==> src/rtl/core/wtc_pkg.sv <==
// ----------------------------------------------------------------------------
// wtc_pkg
// Shared types and constants of the windowed text console.
// ----------------------------------------------------------------------------
`default_nettype none

package wtc_pkg;

	// default screen geometry
	localparam int SCREEN_COLUMNS_DEF = 80;
	localparam int SCREEN_ROWS_DEF    = 25;

	// field widths
	localparam int ACT_W  = 2;
	localparam int CHAR_W = 8;
	localparam int AIN_W  = 11;   // cell_address
	localparam int POS_W  = 11;   // cursor_position
	localparam int CELL_W = 16;
	localparam int COL_W  = 7;
	localparam int ROW_W  = 5;
	localparam int ATTR_W = 8;
	localparam int SROW_W = ROW_W + 1;   // top row plus window row
	localparam int SCOL_W = COL_W + 1;   // left column plus window column
	localparam int REG_W  = 3;
	localparam int CFGD_W = 8;

	// actions
	localparam logic [ACT_W-1:0] ACT_PUT   = 2'd0;
	localparam logic [ACT_W-1:0] ACT_CLEAR = 2'd1;
	localparam logic [ACT_W-1:0] ACT_READ  = 2'd2;

	// register indexes
	localparam logic [REG_W-1:0] REG_LEFT_A  = 3'd0;
	localparam logic [REG_W-1:0] REG_COUNT_A = 3'd1;
	localparam logic [REG_W-1:0] REG_LEFT_B  = 3'd2;
	localparam logic [REG_W-1:0] REG_COUNT_B = 3'd3;
	localparam logic [REG_W-1:0] REG_TOP     = 3'd4;
	localparam logic [REG_W-1:0] REG_ROWS    = 3'd5;
	localparam logic [REG_W-1:0] REG_ATTR_A  = 3'd6;
	localparam logic [REG_W-1:0] REG_ATTR_B  = 3'd7;

	// register reset values
	localparam logic [COL_W-1:0]  RST_LEFT_A  = 7'd0;
	localparam logic [COL_W-1:0]  RST_COUNT_A = 7'd40;
	localparam logic [COL_W-1:0]  RST_LEFT_B  = 7'd40;
	localparam logic [COL_W-1:0]  RST_COUNT_B = 7'd40;
	localparam logic [ROW_W-1:0]  RST_TOP     = 5'd0;
	localparam logic [ROW_W-1:0]  RST_ROWS    = 5'd25;
	localparam logic [ATTR_W-1:0] RST_ATTR    = 8'h0F;

	// character codes
	localparam logic [CHAR_W-1:0] CH_NL    = 8'h0A;
	localparam logic [CHAR_W-1:0] CH_CR    = 8'h0D;
	localparam logic [CHAR_W-1:0] CH_BS    = 8'h08;
	localparam logic [CHAR_W-1:0] CH_SPACE = 8'h20;

	localparam logic [CELL_W-1:0] RESET_CELL = {RST_ATTR, CH_SPACE};

	typedef struct packed {
		logic init_write;
		logic load_item;
		logic put;
		logic clr_start;
		logic clr_write;
		logic scr_start;
		logic scr_read;
		logic scr_write;
		logic item_read;
		logic out_load;
	} cmd_t;

	typedef struct packed {
		logic             init_last;
		logic [ACT_W-1:0] action;
		logic             put_scroll;
		logic             clr_last;
		logic             scr_last;
		logic             out_free;
	} stat_t;

endpackage

`default_nettype wire

==> src/rtl/core/wtc_ctrl.sv <==
// ----------------------------------------------------------------------------
// wtc_ctrl
// Sequencer: clearing pass, item decode, window walks and result hand-off.
// ----------------------------------------------------------------------------
`default_nettype none

module wtc_ctrl (
	input  wire logic           clk,
	input  wire logic           arst_n,
	input  wire logic           item_valid,
	output logic                item_ready,
	input  wire wtc_pkg::stat_t stat,
	output wtc_pkg::cmd_t       cmd
);

	typedef enum logic [2:0] {
		ST_INIT,
		ST_IDLE,
		ST_EXEC,
		ST_CLR,
		ST_SCR_RD,
		ST_SCR_WR,
		ST_DONE
	} state_t;

	state_t state_q;
	state_t state_d;

	// a new item may enter in the cycle that the previous result is loaded
	assign item_ready = (state_q == ST_IDLE) || ((state_q == ST_DONE) && stat.out_free);

	always_comb begin
		cmd           = '0;
		state_d       = state_q;
		cmd.load_item = item_valid && item_ready;
		unique case (state_q)
			ST_INIT: begin
				cmd.init_write = 1'b1;
				if (stat.init_last) begin
					state_d = ST_IDLE;
				end
			end
			ST_IDLE: begin
				if (item_valid) begin
					state_d = ST_EXEC;
				end
			end
			ST_EXEC: begin
				unique case (stat.action)
					wtc_pkg::ACT_PUT: begin
						cmd.put = 1'b1;
						if (stat.put_scroll) begin
							cmd.scr_start = 1'b1;
							state_d       = ST_SCR_RD;
						end else begin
							state_d = ST_DONE;
						end
					end
					wtc_pkg::ACT_CLEAR: begin
						cmd.clr_start = 1'b1;
						state_d       = ST_CLR;
					end
					wtc_pkg::ACT_READ: begin
						cmd.item_read = 1'b1;
						state_d       = ST_DONE;
					end
					default: begin
						state_d = ST_DONE;
					end
				endcase
			end
			ST_CLR: begin
				cmd.clr_write = 1'b1;
				if (stat.clr_last) begin
					state_d = ST_DONE;
				end
			end
			ST_SCR_RD: begin
				cmd.scr_read = 1'b1;
				state_d      = ST_SCR_WR;
			end
			ST_SCR_WR: begin
				cmd.scr_write = 1'b1;
				state_d       = stat.scr_last ? ST_DONE : ST_SCR_RD;
			end
			ST_DONE: begin
				if (stat.out_free) begin
					cmd.out_load = 1'b1;
					state_d      = item_valid ? ST_EXEC : ST_IDLE;
				end
			end
			default: begin
				state_d = ST_IDLE;
			end
		endcase
	end

	always_ff @(posedge clk or negedge arst_n) begin
		if (!arst_n) begin
			state_q <= ST_INIT;
		end else begin
			state_q <= state_d;
		end
	end

endmodule

`default_nettype wire

==> config.mk <==
export PLATFORM = sky130hd
export DESIGN_NAME = wtc_ctrl
export DESIGN_NICKNAME = d
export VERILOG_FILES = /design/src/rtl/core/wtc_pkg.sv /design/src/rtl/core/wtc_ctrl.sv
export SDC_FILE = /design/constraint.sdc
export NUM_CORES = 1
export LEC_CHECK = 0
export ABC_AREA = 1
export ABC_CLOCK_PERIOD_IN_PS = 1300
export BUFFER_PORTS_ARGS = -buffer_cell sky130_fd_sc_hd__buf_2
export CAP_MARGIN = 40
export CORE_AREA = 4 4 41 43
export CTS_CLUSTER_SIZE = 16
export DETAILED_ROUTE_END_ITERATION = 8
export DIE_AREA = 0 0 45 47
export PLACE_DENSITY_LB_ADDON = 0.25
export SLEW_MARGIN = 20
export SYNTH_ARGS = -nofsm -noshare
export SYNTH_HDL_FRONTEND = slang
export SYNTH_SLANG_ARGS = --single-unit
==> constraint.sdc <==
create_clock -name clk -period 1.3 [get_ports clk]
set_input_delay 0.065 -clock clk [delete_from_list [all_inputs] [get_ports clk]]
set_output_delay 0.065 -clock clk [all_outputs]
set_load 0.03 [all_outputs]
==> metrics.cfg <==
[critical_path]
critPathMaxFanout = 6
worstPathArrival_ps = 1320
path_class = flip-flop to output pin
cp_data_required_time_ps = 1240
worstSetupEndpointType = output pin
crit_path_start_kind = flip-flop

[die]
start_util_pct = 31.25
io_pins = 21
chipWidth_um = 45
num_rows = 13
core_area_mm2 = 0.001301
die_area_mm2 = 0.002115
die_h_um = 47

[run_status]
violations = setup timing
status = finished with violations

[final_layout]
layout_commonest_cell = buf_4
largest_reg_flops = 3
top_regs = state_q (3)
n_fill_cell = 125
fin_cells = 118
multi_input_area_um2 = 306.5
syn_to_final_growth_pct = 91.08
layout_common_cells = buf_4, nand2_1, buf_6, buf_2, inv_1
nets = 114
top_register = state_q
drive_gt1_share_pct = 63.11
seqCellArea_um2 = 78.83
diodes = 0
final_util_pct = 59.71

[placed_design]
place_congestion = 0.8012
dp_cells = 101
dpl.hpwl_um = 904.3
port_buffers = 20

[yosys]
synthTopCellsByArea = dfrtp_1, nand2_1, buf_6
yosysUniqueCellTypes = 19
yosys.area.top_type_share_pct = 18.46
synth_area_um2 = 406.6
ys_seq_elements = 3
ys_seq_area_share_pct = 18.46
yosys.area.top_type = dfrtp_1
avgSynthCellArea_um2 = 6.256
syn_nets = 75
syn_inst = 65
yosysWarnings = 0

[drt]
drc = 0
vias_per_cell = 4.593
dr.pass1.iters = 4
drt-initial-drc-count = 4
postRouteAntennaNets = 0
vias = 542
wirelength_um = 1376
wl_per_cell_um = 11.66

[pwr]
internal_power_w = 0.0009778
pwr-share-comb_pct = 77.9
vdd_drop_max_uv = 1134
sequentialPowerShare_pct = 13.7
leakagePower_nw = 0.4143
p_sw_w = 0.0009706
p_per_area_mw_per_mm2 = 2508
power.share.clock_pct = 8.4
switching_share_pct = 49.81

[timing]
min_period_ps = 1387
tightest_slew_ps = 196.2
rsz0062_at_grt = true
fin_skew_ps = 0.3546
layout_setup_ws_ps = -87.06
final-max-slew-violation-count = 0
fin_crit_sh_pct = 106.7
finalSetupTns_ps = -288.5
finalSetupViolations = 8
relSlewSlack_pct = 86.78
hold_viol_final = 0
max_freq_mhz = 721.0

[clock_network]
cts_buffer_depth = 2
root_buffer = clkbuf_4
clock_latency_ps = 230
clk_pin_slew_worst_paths_ps = 40
cts_tree = yes
cts_sinks = 3
cts_buffers = 3
h-tree-depth = 1

[hold_path]
hp-class = input port to asynchronous set/reset pin

[global_routing]
track_usage_pct = 14.25
grt_first_pass_wirelength_um = 2201
antenna_found_initial = 0
grt_pass1_vias = 550
grt_max_degree = 7
grt_overflow = 0

[job]
maxCapViolations = 0

==> worst max-delay path, stage by stage (launching register included) <==
cell,delay [ps]
dfrtp_2,450
buf_4,160
nor2_4,130
nand2_2,70
a21oi_2,140
buf_6,150
==> through the flow <==
| stage | setup slack, ps | total power (W) | area [um^2] | hold WS (ps) |
|---|---|---|---|---|
| after detailed placement | 34.98 | 0.001223 | 533.0 | -134.9 |
| after global placement | 46.65 | 0.001219 | 533.0 | -137.1 |
| after CTS | -84.70 | 0.001772 | 726.9 | 157.7 |
| final | -87.06 | 0.001948 | 777.0 | 159.3 |
| after floorplan | -198.7 | 0.001035 | 417.9 | -230.6 |
| after global routing | -160.2 | 0.002108 | 777.0 | 160.3 |
==> layer usage <==
metal	share of wire (%)	wire length, um	track usage [%]	vias up
li1	-	-	-	277
met1	37	506	15.79	240
met2	54	745	25.71	23
met3	8.1	112	6.130	2
met4	0.87	12	2.339	0
met5	0	0	0	-
==> final timing paths <==
kind,start,endpoint,slack [ps],cells after the start
min in group clk,stat[0],state_q[2],180,4
setup reg to reg,state_q[1],state_q[0],-10,8
setup / recovery,state_q[1],cmd[8],-90,5
max in group asynchronous,arst_n,state_q[0],1020,2
hold / removal,arst_n,state_q[2],160,2
hold reg to reg,state_q[1],state_q[2],680,2
==> cell type report <==
type	count	share of cell area, %
Clock buffer	4	3.382
Timing Repair Buffer	37	38.16
Sequential cell	3	10.14
Multi-Input combinational cell	47	39.45
Tap cell	15	2.415
Inverter	12	6.441
==> kinds of logic after synthesis <==
| logic type | synth area share (%) |
|---|---|
| AO/OA/AOI/OAI | 7.078 |
| buffers and inverters | 20.00 |
| flip-flops | 18.46 |
| AND/OR/NAND/NOR | 54.46 |
==> synth_stat cells <==
cell type / n
nand4_1: 2
o21ai_2: 1
nor2_2: 2
nand2_2: 3
nor2_4: 2
buf_6: 3
nand3b_1: 1
nand2_1: 17
o21ai_0: 2
inv_4: 1
nor2_1: 6
nor3_4: 1
inv_1: 8
inv_2: 3
nand3_1: 5
nor3_1: 2
dfrtp_1: 3
nand3_2: 1
a21oi_1: 2
==> power by group through the flow <==
| stage | Combinational [W] | Clock, W | Sequential [W] |
|---|---|---|---|
| floorplan | 0.000875 | 0 | 0.000160 |
| global placement | 0.000957 | 0 | 0.000262 |
| detailed placement | 0.000960 | 0 | 0.000263 |
| CTS | 0.00134 | 0.000168 | 0.000262 |
| global route | 0.00165 | 0.000184 | 0.000277 |
| finish | 0.00152 | 0.000163 | 0.000267 |
==> repair_timing <==
action	CTS	global route
buffers inserted	10	3
pin swaps	5	2
setup endpoints to repair	10	14
gates resized for setup	26	11
hold buffers	1	0
hold endpoints to repair	3	0
(Power assumes the default switching activity.)
